==> src/design/t9_keypad_substring_matcher_macros.svh <==
// Assertion macros for the keypad substring matcher
`ifndef T9_KEYPAD_SUBSTRING_MATCHER_MACROS_SVH
`define T9_KEYPAD_SUBSTRING_MATCHER_MACROS_SVH

// label: antecedent implies consequent in the same cycle
`define T9M_ASSERT_IMP(label, ante, cons, msg) \
  label: assert property (@(posedge clk) disable iff (!rst_n) (ante) |-> (cons)) \
    else $error(msg);

// label: expression holds on every enabled clock edge
`define T9M_ASSERT_ALWAYS(label, expr, msg) \
  label: assert property (@(posedge clk) disable iff (!rst_n) (expr)) \
    else $error(msg);

`endif

==> src/design/t9m_pkg.sv <==
// Shared types and constants for the keypad substring matcher
package t9m_pkg;

  localparam int PATTERN_MAX_DEF = 16;
  localparam int FIELD_MAX_DEF   = 100;
  localparam int QUEUE_DEPTH_DEF = 4;

  localparam int CFG_W   = 64;
  localparam int LEN_W   = 5;
  localparam int CNT_W   = 7;
  localparam int TOTAL_W = 16;
  localparam int DIGIT_W = 4;

  localparam logic [DIGIT_W-1:0] NO_DIGIT  = 4'd15;
  localparam logic [DIGIT_W-1:0] DIGIT_MAX = 4'd9;
  localparam logic [TOTAL_W-1:0] TOTAL_SAT = 16'hFFFF;

  typedef enum logic [0:0] {
    CFG_PATTERN_DIGITS = 1'b0,
    CFG_PATTERN_LENGTH = 1'b1
  } t9m_cfg_idx_t;

  typedef struct packed {
    logic                eor;
    logic                is_number;
    logic [DIGIT_W-1:0]  digit;
  } t9m_entry_t;

endpackage

==> src/design/t9_keypad_substring_matcher.sv <==
// Top level of the keypad substring matcher
//   channel | direction | handshake         | payload
//   in      | input     | in_valid/ready    | in_req_type, in_char_code, in_number
//   out     | output    | out_valid/ready   | out_record_matched, out_total_matches
//   cfg     | input     | cfg_we            | cfg_index, cfg_data
// One item per cycle while in_ready is high. Classification is combinational, so a character
// is written into a queue slot when accepted and updates the search state as it leaves the queue.
// An end-of-record item leaves the queue only while the result register is empty or being read,
// and loads the result register as it leaves, so its result passes through both before it is taken.
// While a result waits in the output register, input keeps flowing until QUEUE_DEPTH
// items are queued; then in_ready drops. Reset is synchronous, active low, and
// clears pattern, search state and total.
module t9_keypad_substring_matcher #(
  parameter int PATTERN_MAX = t9m_pkg::PATTERN_MAX_DEF,
  parameter int FIELD_MAX   = t9m_pkg::FIELD_MAX_DEF,
  parameter int QUEUE_DEPTH = t9m_pkg::QUEUE_DEPTH_DEF
) (
  input  logic                        clk,
  input  logic                        rst_n,
  input  logic                        cfg_we,
  input  logic [0:0]                  cfg_index,
  input  logic [t9m_pkg::CFG_W-1:0]   cfg_data,
  input  logic                        in_valid,
  output logic                        in_ready,
  input  logic                        in_req_type,
  input  logic [7:0]                  in_char_code,
  input  logic                        in_number,
  output logic                        out_valid,
  input  logic                        out_ready,
  output logic                        out_record_matched,
  output logic [t9m_pkg::TOTAL_W-1:0] out_total_matches
);

  `include "t9_keypad_substring_matcher_macros.svh"

  logic                q_full;
  logic                q_push;
  t9m_pkg::t9m_entry_t q_push_entry;
  logic                q_valid;
  t9m_pkg::t9m_entry_t q_head;
  logic                q_pop;

  t9m_front u_front (
    .in_valid     (in_valid),
    .in_ready     (in_ready),
    .in_req_type  (in_req_type),
    .in_char_code (in_char_code),
    .in_number    (in_number),
    .q_full       (q_full),
    .q_push       (q_push),
    .q_entry      (q_push_entry)
  );

  t9m_queue #(
    .DEPTH (QUEUE_DEPTH)
  ) u_queue (
    .clk        (clk),
    .rst_n      (rst_n),
    .push       (q_push),
    .push_entry (q_push_entry),
    .full       (q_full),
    .head_valid (q_valid),
    .head_entry (q_head),
    .pop        (q_pop)
  );

  t9m_back #(
    .PATTERN_MAX (PATTERN_MAX),
    .FIELD_MAX   (FIELD_MAX)
  ) u_back (
    .clk                (clk),
    .rst_n              (rst_n),
    .cfg_we             (cfg_we),
    .cfg_index          (cfg_index),
    .cfg_data           (cfg_data),
    .q_valid            (q_valid),
    .q_entry            (q_head),
    .q_pop              (q_pop),
    .out_valid          (out_valid),
    .out_ready          (out_ready),
    .out_record_matched (out_record_matched),
    .out_total_matches  (out_total_matches)
  );

  `T9M_ASSERT_IMP(a_eor_waits_for_slot, q_valid && q_head.eor && out_valid && !out_ready, !q_pop, "end of record left the queue while a result was still held")
  `T9M_ASSERT_IMP(a_total_monotonic, $past(rst_n), out_total_matches >= $past(out_total_matches), "match total went down")
  `T9M_ASSERT_ALWAYS(a_match_counted, !out_valid || !out_record_matched || out_total_matches != '0, "matched record reported with a zero total")

endmodule

==> src/design/t9m_front.sv <==
// Front end: accepts items and maps each character to its keypad digit
module t9m_front (
  input  logic                 in_valid,
  output logic                 in_ready,
  input  logic                 in_req_type,
  input  logic [7:0]           in_char_code,
  input  logic                 in_number,
  input  logic                 q_full,
  output logic                 q_push,
  output t9m_pkg::t9m_entry_t  q_entry
);

  function automatic logic [t9m_pkg::DIGIT_W-1:0] name_digit(input logic [7:0] c_in);
    logic [7:0] c;
    c = c_in;
    if (c >= 8'd65 && c <= 8'd90) begin
      c = c + 8'd32;
    end
    if (c == 8'h2B) begin
      return 4'd0;
    end
    if (c < 8'h61 || c > 8'h7A) begin
      return t9m_pkg::NO_DIGIT;
    end
    if (c <= 8'h63) return 4'd2;
    if (c <= 8'h66) return 4'd3;
    if (c <= 8'h69) return 4'd4;
    if (c <= 8'h6C) return 4'd5;
    if (c <= 8'h6F) return 4'd6;
    if (c <= 8'h73) return 4'd7;
    if (c <= 8'h76) return 4'd8;
    return 4'd9;
  endfunction

  function automatic logic [t9m_pkg::DIGIT_W-1:0] number_digit(input logic [7:0] c);
    logic [7:0] d;
    d = c - 8'h30;
    if (c == 8'h2B) begin
      return 4'd0;
    end
    if (c >= 8'h30 && c <= 8'h39) begin
      return d[t9m_pkg::DIGIT_W-1:0];
    end
    return t9m_pkg::NO_DIGIT;
  endfunction

  assign in_ready = !q_full;
  assign q_push   = in_valid && in_ready;

  always_comb begin
    q_entry.eor       = in_req_type;
    q_entry.is_number = in_number;
    q_entry.digit     = in_number ? number_digit(in_char_code) : name_digit(in_char_code);
  end

endmodule

==> src/design/t9m_queue.sv <==
// Small item queue between the front end and the matcher
module t9m_queue #(
  parameter int DEPTH = t9m_pkg::QUEUE_DEPTH_DEF
) (
  input  logic                 clk,
  input  logic                 rst_n,
  input  logic                 push,
  input  t9m_pkg::t9m_entry_t  push_entry,
  output logic                 full,
  output logic                 head_valid,
  output t9m_pkg::t9m_entry_t  head_entry,
  input  logic                 pop
);

  localparam int PW = (DEPTH > 1) ? $clog2(DEPTH) : 1;
  localparam int CW = $clog2(DEPTH + 1);

  t9m_pkg::t9m_entry_t slot_r [DEPTH];
  logic [PW-1:0] wr_ptr_r, wr_ptr_nxt;
  logic [PW-1:0] rd_ptr_r, rd_ptr_nxt;
  logic [CW-1:0] count_r, count_nxt;

  assign full       = (count_r == CW'(DEPTH));
  assign head_valid = (count_r != '0);
  assign head_entry = slot_r[rd_ptr_r];

  always_comb begin
    wr_ptr_nxt = wr_ptr_r;
    rd_ptr_nxt = rd_ptr_r;
    count_nxt  = count_r;
    if (push) begin
      wr_ptr_nxt = (wr_ptr_r == PW'(DEPTH - 1)) ? '0 : wr_ptr_r + 1'b1;
    end
    if (pop) begin
      rd_ptr_nxt = (rd_ptr_r == PW'(DEPTH - 1)) ? '0 : rd_ptr_r + 1'b1;
    end
    if (push && !pop) begin
      count_nxt = count_r + 1'b1;
    end else if (pop && !push) begin
      count_nxt = count_r - 1'b1;
    end
  end

  always_ff @(posedge clk) begin
    if (!rst_n) begin
      wr_ptr_r <= '0;
      rd_ptr_r <= '0;
      count_r  <= '0;
    end else begin
      wr_ptr_r <= wr_ptr_nxt;
      rd_ptr_r <= rd_ptr_nxt;
      count_r  <= count_nxt;
    end
  end

  always_ff @(posedge clk) begin
    if (push) begin
      slot_r[wr_ptr_r] <= push_entry;
    end
  end

endmodule

==> src/design/t9m_back.sv <==
// Back end: pattern registers, shift-and search and the result register
module t9m_back #(
  parameter int PATTERN_MAX = t9m_pkg::PATTERN_MAX_DEF,
  parameter int FIELD_MAX   = t9m_pkg::FIELD_MAX_DEF
) (
  input  logic                          clk,
  input  logic                          rst_n,
  input  logic                          cfg_we,
  input  logic [0:0]                    cfg_index,
  input  logic [t9m_pkg::CFG_W-1:0]     cfg_data,
  input  logic                          q_valid,
  input  t9m_pkg::t9m_entry_t           q_entry,
  output logic                          q_pop,
  output logic                          out_valid,
  input  logic                          out_ready,
  output logic                          out_record_matched,
  output logic [t9m_pkg::TOTAL_W-1:0]   out_total_matches
);

  localparam int LW = t9m_pkg::LEN_W;
  localparam int CN = t9m_pkg::CNT_W;

  logic [t9m_pkg::CFG_W-1:0]   digits_r;
  logic [LW-1:0]               length_r;
  logic [PATTERN_MAX-1:0]      name_act_r, name_act_nxt;
  logic [PATTERN_MAX-1:0]      num_act_r, num_act_nxt;
  logic [CN-1:0]               name_cnt_r, name_cnt_nxt;
  logic [CN-1:0]               num_cnt_r, num_cnt_nxt;
  logic                        hit_r, hit_nxt;
  logic [t9m_pkg::TOTAL_W-1:0] total_r, total_nxt;
  logic                        out_valid_r, out_valid_nxt;
  logic                        out_matched_r, out_matched_nxt;
  logic [t9m_pkg::TOTAL_W-1:0] out_total_r, out_total_nxt;

  logic [LW-1:0]          len_eff;
  logic [PATTERN_MAX-1:0] digit_mask;
  logic [PATTERN_MAX-1:0] sel_act;
  logic [PATTERN_MAX-1:0] stepped;
  logic [CN-1:0]          sel_cnt;
  logic                   step_hit;
  logic                   char_take;
  logic                   matched;

  assign len_eff = (length_r > LW'(PATTERN_MAX)) ? LW'(PATTERN_MAX) : length_r;
  assign q_pop   = q_valid && (!q_entry.eor || !out_valid_r || out_ready);

  always_comb begin
    for (int j = 0; j < PATTERN_MAX; j++) begin
      digit_mask[j] = (LW'(j) < len_eff) && (q_entry.digit <= t9m_pkg::DIGIT_MAX)
                      && (digits_r[4*j +: 4] == q_entry.digit);
    end
    sel_act  = q_entry.is_number ? num_act_r : name_act_r;
    sel_cnt  = q_entry.is_number ? num_cnt_r : name_cnt_r;
    stepped  = ((sel_act << 1) | PATTERN_MAX'(1)) & digit_mask;
    step_hit = 1'b0;
    for (int j = 0; j < PATTERN_MAX; j++) begin
      if ((LW'(j + 1) == len_eff) && stepped[j]) begin
        step_hit = 1'b1;
      end
    end
  end

  assign char_take = q_pop && !q_entry.eor && (sel_cnt < CN'(FIELD_MAX));
  assign matched   = hit_r || (len_eff == '0);

  always_comb begin
    name_act_nxt    = name_act_r;
    num_act_nxt     = num_act_r;
    name_cnt_nxt    = name_cnt_r;
    num_cnt_nxt     = num_cnt_r;
    hit_nxt         = hit_r;
    total_nxt       = total_r;
    out_valid_nxt   = out_valid_r && !out_ready;
    out_matched_nxt = out_matched_r;
    out_total_nxt   = out_total_r;
    if (char_take) begin
      if (q_entry.is_number) begin
        num_cnt_nxt = num_cnt_r + 1'b1;
      end else begin
        name_cnt_nxt = name_cnt_r + 1'b1;
      end
      if (len_eff != '0) begin
        if (q_entry.is_number) begin
          num_act_nxt = stepped;
        end else begin
          name_act_nxt = stepped;
        end
        hit_nxt = hit_r || step_hit;
      end
    end
    if (q_pop && q_entry.eor) begin
      if (matched && total_r != t9m_pkg::TOTAL_SAT) begin
        total_nxt = total_r + 1'b1;
      end
      out_valid_nxt   = 1'b1;
      out_matched_nxt = matched;
      out_total_nxt   = (matched && total_r != t9m_pkg::TOTAL_SAT) ? total_r + 1'b1 : total_r;
      name_act_nxt    = '0;
      num_act_nxt     = '0;
      name_cnt_nxt    = '0;
      num_cnt_nxt     = '0;
      hit_nxt         = 1'b0;
    end
  end

  always_ff @(posedge clk) begin
    if (!rst_n) begin
      digits_r      <= '0;
      length_r      <= '0;
      name_act_r    <= '0;
      num_act_r     <= '0;
      name_cnt_r    <= '0;
      num_cnt_r     <= '0;
      hit_r         <= 1'b0;
      total_r       <= '0;
      out_valid_r   <= 1'b0;
      out_matched_r <= 1'b0;
      out_total_r   <= '0;
    end else begin
      if (cfg_we) begin
        unique case (t9m_pkg::t9m_cfg_idx_t'(cfg_index))
          t9m_pkg::CFG_PATTERN_DIGITS: digits_r <= cfg_data;
          t9m_pkg::CFG_PATTERN_LENGTH: length_r <= cfg_data[LW-1:0];
          default: ;
        endcase
      end
      name_act_r    <= name_act_nxt;
      num_act_r     <= num_act_nxt;
      name_cnt_r    <= name_cnt_nxt;
      num_cnt_r     <= num_cnt_nxt;
      hit_r         <= hit_nxt;
      total_r       <= total_nxt;
      out_valid_r   <= out_valid_nxt;
      out_matched_r <= out_matched_nxt;
      out_total_r   <= out_total_nxt;
    end
  end

  assign out_valid          = out_valid_r;
  assign out_record_matched = out_matched_r;
  assign out_total_matches  = out_total_r;

endmodule

==> config.mk <==
export PLATFORM = sky130hd
export DESIGN_NAME = t9_keypad_substring_matcher
export DESIGN_NICKNAME = d
export VERILOG_FILES = /design/src/design/t9m_pkg.sv /design/src/design/t9_keypad_substring_matcher.sv /design/src/design/t9m_front.sv /design/src/design/t9m_queue.sv /design/src/design/t9m_back.sv
export VERILOG_INCLUDE_DIRS = /design/src /design/src/design
export SDC_FILE = /design/constraint.sdc
export NUM_CORES = 1
export LEC_CHECK = 0
export ABC_CLOCK_PERIOD_IN_PS = 3200
export BUFFER_PORTS_ARGS = -buffer_cell sky130_fd_sc_hd__buf_4
export CAP_MARGIN = 20
export CORE_UTILIZATION = 51
export CTS_CLUSTER_DIAMETER = 120
export DETAILED_ROUTE_END_ITERATION = 12
export PLACE_DENSITY_LB_ADDON = 0.2
export SLEW_MARGIN = 20
export SYNTH_ARGS = -nofsm -noshare
export SYNTH_HDL_FRONTEND = slang
export SYNTH_SLANG_ARGS = --single-unit
==> constraint.sdc <==
create_clock -name clk -period 3.2 [get_ports clk]
set_input_delay 0.48 -clock clk [delete_from_list [all_inputs] [get_ports clk]]
set_output_delay 0.48 -clock clk [all_outputs]
set_load 0.1 [all_outputs]
### Word level (Yosys, flattened, before mapping)

Memories as Yosys holds them, arrays and structs flattened. A register that Yosys moved wholly into a read port is not among the register bits.
Index checks and enable logic that the tools add are counted.

* add/sub/neg operators: 9
* magnitude comparators: 32
* eq/ne operators: 38
* multiplexer cells: 107
* bitwise logic cells: 4
* reduce and logical (&&, ||, !) cells: 83

Operators with widths (number)
* $mux 4: 30
* $mux 1: 67
* $eq 4x4->1: 16
* $le 8x7->1 const B: 8
* $logic_and 1x1->1: 59
* $eq 4x5->1 const A: 8
* $lt 4x5->1 const A: 8
* $eq 3x5->1 const A: 4
* $lt 3x5->1 const A: 4
* $add 16x1->16 const B: 1
* $and 16x16->16: 1
* $eq 8x6->1 const B: 2
* $ne 16x16->1 const B: 1
* $mux 15: 1
* $add 7x1->7 const B: 2
* $reduce_and 2->1: 6
* $eq 2x5->1 const A: 2
* $lt 1x5->1 const A: 2
* $lt 2x5->1 const A: 2
* $add 8x6->8 const B: 1
* $ge 8x6->1 const B: 1
* $ge 8x7->1 const B: 1
* $gt 8x7->1 const B: 1
* $le 8x6->1 const B: 1
* other kinds (26): 44

* flip-flop bits (word level): 139
* RAM bits: 24
* bits of input ports: 80
* output and inout bits: 19
* logic and storage cells: 287
* memories: 1

Memory list
* u_queue.slot_r: words 4, width 6, read ports 1, clocked after Yosys merged registers in 1, write ports 1, line t9m_queue.sv:18 `t9m_pkg::t9m_entry_t slot_r [DEPTH];`

### Depth between registers and ports, before layout

Gate-level depths: netlist of run 1.

* word-level depth: 52
* mapped depth: 12
* depth with buffers taken out: 10

### By module

From an unflattened synthesis of run 1, not the netlist that was laid out.

* cells, all modules: 944
* area total of the unflattened synthesis: 8129.0 µm²

Modules (own cells, without submodules)
* t9m_back: times used 1, cells each 780, area an instance 6207.2 µm², sequential area each 2642.5 µm²
* t9m_queue: times used 1, cells each 75, area an instance 1325.0 µm², sequential area each 900.9 µm²
* t9m_front: times used 1, cells each 89, area an instance 596.8 µm², sequential area each 0.0 µm²

### Least setup slack after synthesis of run 1

No wires, ideal clock.

* kind: register to register
* start: register u_back.total_r[6] (netlist name)
* end: register u_back.total_r[7] (netlist name)
* library setup time: 0.115 ns
* data arrival time: 2.736 ns
* required time: 3.085 ns
* setup slack: 0.349 ns
* cell stages (with the launch flop): 9
* path buffers: 0
* period minus slack after synthesis: 2.851 ns
* cells stage by stage: dfxtp_1 and4_1 and4_1 nand3_1 o21a_2 and3_1 and3_1 xor2_1 and2_1

* word-level cells in the longest chain between the ends: 3
* elaborated cells on any way between the ends: 4
* classes of those cells: add/sub: 1; eq/ne: 1; reduce/logical: 2

RTL lines
* start, declared: line t9m_back.sv:30 `logic [t9m_pkg::TOTAL_W-1:0] total_r, total_nxt;`
* start signal, assigned: line t9m_back.sv:132 `total_r <= total_nxt;`
* branches (longest 3 deep; another with $add 16x1->16)

Several ways; the timed one is not identified.
A chain may end at the register's enable or synchronous reset.

==> impl_metrics.csv, run 1 <==
group,metric,value,unit
status,status,"finished, final reports clean",
logic_synthesis,synth_top_area_share,33.92,%
route,via_per_inst,5.389,
worst_setup_path,crit_arrival,3.21,ns
logic_synthesis,ys.flop_type,"dfxtp_1",
flow_run,cap_violations,0,
global_route,grt_pass1_wl,31990,um
clocking,ctsResizeCount,0,
layout,fill_cells,1423,
die,start_util,52.39,%
global_route,grt_util_met2,39.57,%
clocking,clock-sinks,165,
logic_synthesis,synth.area.top_cells,"dfxtp_1 (34%), edfxtp_1 (8.7%), nand2_1 (7.8%)",
clocking,clk-insertion-delay-late,0.43,ns
clocking,postCtsHoldBufs,0,
route,dr.pass1.iters,4,
worst_setup_path,cp_max_fo,17,
clocking,cts_root_buf,"clkbuf_16",
logic_synthesis,synth_seq_cells,165,
layout,nets,1102,
global_route,globalRoute.totalOverflow,0,
clocking,cts.path.max_buffers,2,
route,drt_first_iter_violations,320,
global_route,grt_usage,24.50,%
worst_setup_path,end_kind,"flop",
global_route,busiest_layer,"met2",
logic_synthesis,seq_area_frac_synth,42.58,%
layout,post-route-util,62.04,%
die,coreArea,15890,um^2
clocking,numCtsBuffers,17,
placed_design,place_congestion,0.8797,
route,ant_nets,0,
logic_synthesis,synth_cells,920,
route,vias,6677,
timing,grt_setup_unrepaired,"no",
power_and_ir_drop,p_leak,3.973,nW
timing,fin_skew,0.007986,ns
logic_synthesis,synth_top_cell_by_area,"dfxtp_1",
layout,regArea,3543,um^2
route,drc,0,
clocking,htree_levels,4,
timing,fmaxAchievable,351.0,MHz
power_and_ir_drop,power_density,660.1,nW/um^2
logic_synthesis,synth_edf_count,24,
global_route,first_global_vias,6378,
global_route,antenna_found_initial,0,
die,die_area,16830,um^2
die,rows,46,
logic_synthesis,synth-async-reset-ratio,0,%
clocking,cts_tree,"done",
worst_hold_path,worstHoldPathType,"in -> reg",
logic_synthesis,synth_most_common_cell,"nand2_1",
worst_setup_path,critical_path_required,3.56,ns
timing,layout_min_cycle_time,2.849,ns
clocking,post_cts_buffers,0,
route,post_drt_wl_per_cell,15.55,um
timing,final_min_period_over_clock_period,89.03,%
worst_setup_path,worstSetupStartpointType,"flop",
layout,antennaDiodeCount,0,
timing,slew_viol_final,0,
die,die_y,129.7,um
clocking,clk_pin_slew,0.07,ns
global_route,grt_max_degree,50,
placed_design,hpwlAfterDp,13740,um
route,wl,19270,um
logic_synthesis,syn_nets,1012,
global_route,grtUsageMet3,5.699,%
layout,multi_input_area,4461,um^2
layout,layout-drive-gt1-share,18.08,%
timing,slew_headroom,52.64,%
timing,finalHoldViolations,0,
timing,setup-tns-final,0,ns
timing,setup_viol,0,
global_route,use_met1,32.59,%
worst_setup_path,crit_type,"reg -> reg",
logic_synthesis,synth_commonest_cells,"nand2_1 (172), dfxtp_1 (141), a21boi_0 (76), nor2_1 (76), mux2i_1 (49)",
layout,area_delta_synth_final,18.42,%
power_and_ir_drop,ir_drop,492.0,uV
die,io_pins,99,
logic_synthesis,synth.distinct_cells,72,
placed_design,port_buffers,98,
logic_synthesis,syn_area,8322,um^2
timing,worst_pin_slew,0.7089,ns
logic_synthesis,ys_warn_count,0,
die,die_w,129.7,um
logic_synthesis,avgSynthCellArea,9.045,um^2
==> final timing paths <==
kind,slack [ns],from,depth (start not counted),endpoint
worst max-delay path,0.35,flop,9,u_back.hit_r
worst min-delay path,0.25,in_req_type,1,u_queue.slot_r[0][5]
worst max register to register,0.35,flop,9,u_back.hit_r
worst min register to register,0.47,u_back.name_cnt_r[6],2,u_back.name_cnt_r[6]
==> registers in the layout, indices dropped and copies added (netlist names), 2 cells and up, named ones only <==
register and flops:
u_back.digits_r 64, u_back.length_r 5, u_back.name_act_r 15, u_back.name_cnt_r 7, u_back.num_act_r 15, u_back.num_cnt_r 7, u_back.total_r 16, u_queue.count_r 3
u_queue.rd_ptr_r 2, u_queue.slot_r 24, u_queue.wr_ptr_r 2
==> cell families (layout without fill, tap and decap cells) <==
kind of cell    count (synthesis)  after routing  synth area share (%)
simple gates                  386            386                 22.06
flops                         165            165                 42.58
compound gates                163            163                 14.33
buf+inv                        68            171                 3.939
xor+xnor                       64             64                 6.736
mux                            62             62                 8.465
fa+ha+maj                      12             12                 1.894
==> power by group <==
| part | leakage, nW | switching (mW) | internal, mW | total, mW |
|---|---|---|---|---|
| clock network | 0.268 | 0.874 | 1.15 | 2.03 |
| logic | 2.34 | 1.26 | 0.844 | 2.11 |
| registers | 1.36 | 0.128 | 2.24 | 2.37 |
| total | 3.97 | 2.27 | 4.24 | 6.50 |
==> area by class of cell <==
| class | instances | area share, % |
|---|---|---|
| clock buffer | 18 | 4.355 |
| clock inverter | 14 | 1.511 |
| inverter | 11 | 0.4190 |
| multi-input combinational | 687 | 45.26 |
| sequential | 165 | 35.96 |
| tap | 216 | 2.743 |
| timing repair buffer | 128 | 9.751 |
==> critical path: stages, from the launching register on <==
cell,delay (ns)
dfxtp_1,0.44
buf_4,0.18
mux4_2,0.73
xor2_1,0.22
or4_1,0.48
a31oi_1,0.28
nand3_1,0.12
nand4_1,0.14
a2111oi_2,0.06
o22ai_1,0.13
==> metal layers <==
metal / vias to the layer above / part of all wire, %
li1: 3381 / -
met1: 3125 / 47
met2: 151 / 47
met3: 20 / 4.8
met4: 0 / 1.2
met5: - / 0
==> layout by cell type (no fill, tap or decap), types with 24 or more instances in the layout <==
| cell type | count |
|---|---|
| xor2_1 | 35 |
| mux2i_1 | 49 |
| nand2_1 | 172 |
| edfxtp_1 | 24 |
| dfxtp_1 | 141 |
| buf_4 | 128 |
| a21boi_0 | 76 |
| nor2_1 | 76 |
| xnor2_1 | 29 |
==> stage by stage <==
stage / instances / instance area [um^2] / power [mW] / worst slack (ns) / hold slack (ns)
after global placement: 1207 / 9276 / 4.471 / 0.3658 / 0.4495
final: 1239 / 9854 / 6.504 / 0.3511 / 0.2493
after detailed placement: 1207 / 9276 / 4.506 / 0.3429 / 0.4628
after CTS: 1239 / 9854 / 6.526 / 0.3541 / 0.2295
after floorplan: 920 / 8322 / 3.967 / 0.3489 / 0.4310
after global routing: 1239 / 9854 / 6.821 / 0.1523 / 0.2324
No activity file was read; power rests on OpenSTA's default activity.
==> run 2, diff against run 1 <==
CAP_MARGIN = 15   (was 20)
CORE_UTILIZATION = 55   (was 51)
==> run 2 against run 1 <==
The run now ends with design-rule violations left. Maximum frequency is 3.6% lower. Combinational power decreased by 3%. Final cell count fell by 3.1%. Die area fell by 7.2%. Largest cell class unchanged. Highest routed layer unchanged.
==> impl_metrics.csv, run 2 (synthesis gave the netlist of run 1 again) <==
group,metric,value,unit
worst_setup_path,reg2reg_slack,0.24,ns
worst_setup_path,cp_slowest_cell,"mux4_2",
power_and_ir_drop,power_density,669.1,nW/um^2
worst_setup_path,r2r_cells,8,
worst_hold_path,hold_path_end,"u_queue.slot_r[3][5]",
timing,fin_skew,0.01086,ns
clocking,clock-sinks,165,
layout,fill_cells,1174,
die,start_util,56.83,%
layout,area_delta_synth_final,18.31,%
placed_design,place_congestion,0.8844,
layout,layout_common_cells,"nand2_1 (172), dfxtp_1 (141), buf_4 (119)",
clocking,ctsResizeCount,0,
die,rows,44,
die,die_area,15630,um^2
route,via_per_inst,5.546,
clocking,htree_levels,4,
timing,final_min_period_over_clock_period,92.36,%
route,ant_nets,0,
die,die_y,125.0,um
layout,top_regs,"u_back.digits_r: 64 flops, u_queue.slot_r: 24 flops, u_back.total_r: 16 flops",
worst_setup_path,path_depth,8,
layout,layout-drive-gt1-share,17.72,%
clocking,cts_root_buf,"clkbuf_16",
die,io_pins,99,
layout,multi_input_area,4461,um^2
clocking,post_cts_buffers,0,
die,coreArea,14640,um^2
worst_hold_path,hold_start,"in_req_type",
timing,grt_setup_unrepaired,"no",
timing,setup-tns-final,0,ns
status,violations,"design-rule violations",
power_and_ir_drop,ir_drop,619.2,uV
worst_setup_path,path_buf_inv,0,
layout,final_common_cell,"nand2_1",
worst_setup_path,worstSetupStartpointType,"flop",
layout,nets,1095,
worst_hold_path,worstHoldPathType,"in -> reg",
placed_design,dp.cells,1168,
global_route,grt_pass1_wl,32220,um
global_route,grt_usage,25.98,%
timing,fmaxAchievable,338.3,MHz
layout,largest_register,"u_back.digits_r",
route,dr.pass1.iters,10,
route,post_drt_wl_per_cell,15.92,um
worst_hold_path,hold_depth,1,
route,drc,2,
layout,fin_cells,1200,
die,die_w,125.0,um
worst_setup_path,cp_max_fo,20,
worst_setup_path,crit_arrival,3.32,ns
global_route,first_global_vias,6526,
layout,regArea,3543,um^2
status,status,"finished with violations",
placed_design,hpwlAfterDp,13410,um
clocking,clk-insertion-delay-late,0.43,ns
worst_setup_path,crit_path_cell_trace,"mux4_2 > xor2_1 > or4_1 > a31oi_1 > nand3_1 > nand4_1 > a2111oi_2 > o22ai_1",
power_and_ir_drop,p_leak,3.988,nW
clocking,cts.path.max_buffers,2,
flow_run,cap_violations,0,
timing,setup_viol,0,
power_and_ir_drop,power,6.588,mW
layout,largest_reg_flops,64,
worst_setup_path,r2r_end,"u_back.hit_r",
timing,slew_viol_final,0,
route,vias,6655,
timing,finalHoldViolations,0,
route,wl,19100,um
layout,antennaDiodeCount,0,
global_route,antenna_found_initial,0,
clocking,numCtsBuffers,17,
clocking,clk_pin_slew,0.06,ns
global_route,globalRoute.totalOverflow,0,
worst_setup_path,crit_type,"reg -> reg",
timing,layout_min_cycle_time,2.956,ns
worst_setup_path,critical_path_required,3.56,ns
clocking,cts_tree,"done",
timing,slew_headroom,53.90,%
global_route,grt_max_degree,65,
worst_setup_path,end_kind,"flop",
clocking,postCtsHoldBufs,0,
placed_design,port_buffers,98,
timing,worst_pin_slew,0.6901,ns
worst_setup_path,crit_family,"multiplexers",
route,drt_first_iter_violations,414,
worst_setup_path,max_stage_delay,0.83,ns
run 2: changes by cell type in the layout (fill, tap and decap cells not counted), sizes merged:
cell,delta
clkinv,+1
clkbuf,+4
buf,-7
clkinvlp,-3
bufinv,+1
inv,-3
run 2: how the worst max path moves through the flow:
stage / from / end / slack, ns
2_1_floorplan: u_back.total_r[6] / u_back.total_r[7] / 0.35
3_3_place_gp: flop / u_back.hit_r / 0.33
3_5_place_dp: flop / u_back.hit_r / 0.27
4_1_cts: flop / u_back.hit_r / 0.25
5_1_grt: flop / u_back.hit_r / 0.04
6_report: flop / u_back.hit_r / 0.24
run 2: where the power goes:
group,total (mW),internal [mW],switching (mW)
Combinational,2.05,0.829,1.22
Sequential,2.38,2.24,0.138
Clock,2.16,1.34,0.824
run 2: cell type report:
class / instances / area share, %
clock buffer: 22 / 5.020
clock inverter: 10 / 1.449
inverter: 11 / 0.4194
multi-input combinational: 687 / 45.30
sequential: 165 / 35.99
tap: 184 / 2.338
timing repair buffer: 121 / 9.480
run 2: worst register-to-register path, cell delays in order (launching register included):
cell and delay (ns):
dfxtp_1 0.57, mux4_2 0.83, xor2_1 0.25, or4_1 0.49, a31oi_1 0.30, nand3_1 0.12, nand4_1 0.14, a2111oi_2 0.06
o22ai_1 0.12
run 2: per-stage QoR:
| stage | hold slack (ns) | utilization [%] | instance area (um^2) | worst slack, ns |
|---|---|---|---|---|
| finish | 0.2532 | 67.23 | 9846 | 0.2444 |
| global route | 0.2390 | 67.23 | 9846 | 0.03668 |
| CTS | 0.2382 | 67.23 | 9846 | 0.2484 |
| detailed placement | 0.4638 | 62.88 | 9209 | 0.2672 |
| global placement | 0.4541 | 62.88 | 9209 | 0.3310 |
| floorplan | 0.4310 | - | 8322 | 0.3489 |
run 2: metal layers:
| metal | up-vias | GRT usage, % | routed length [um] |
|---|---|---|---|
| met4 | 0 | 9.110 | 334 |
| met1 | 3123 | 33.32 | 8896 |
| met3 | 28 | 6.205 | 896 |
| li1 | 3363 | - | - |
| met5 | - | 0 | 0 |
| met2 | 141 | 42.89 | 8974 |
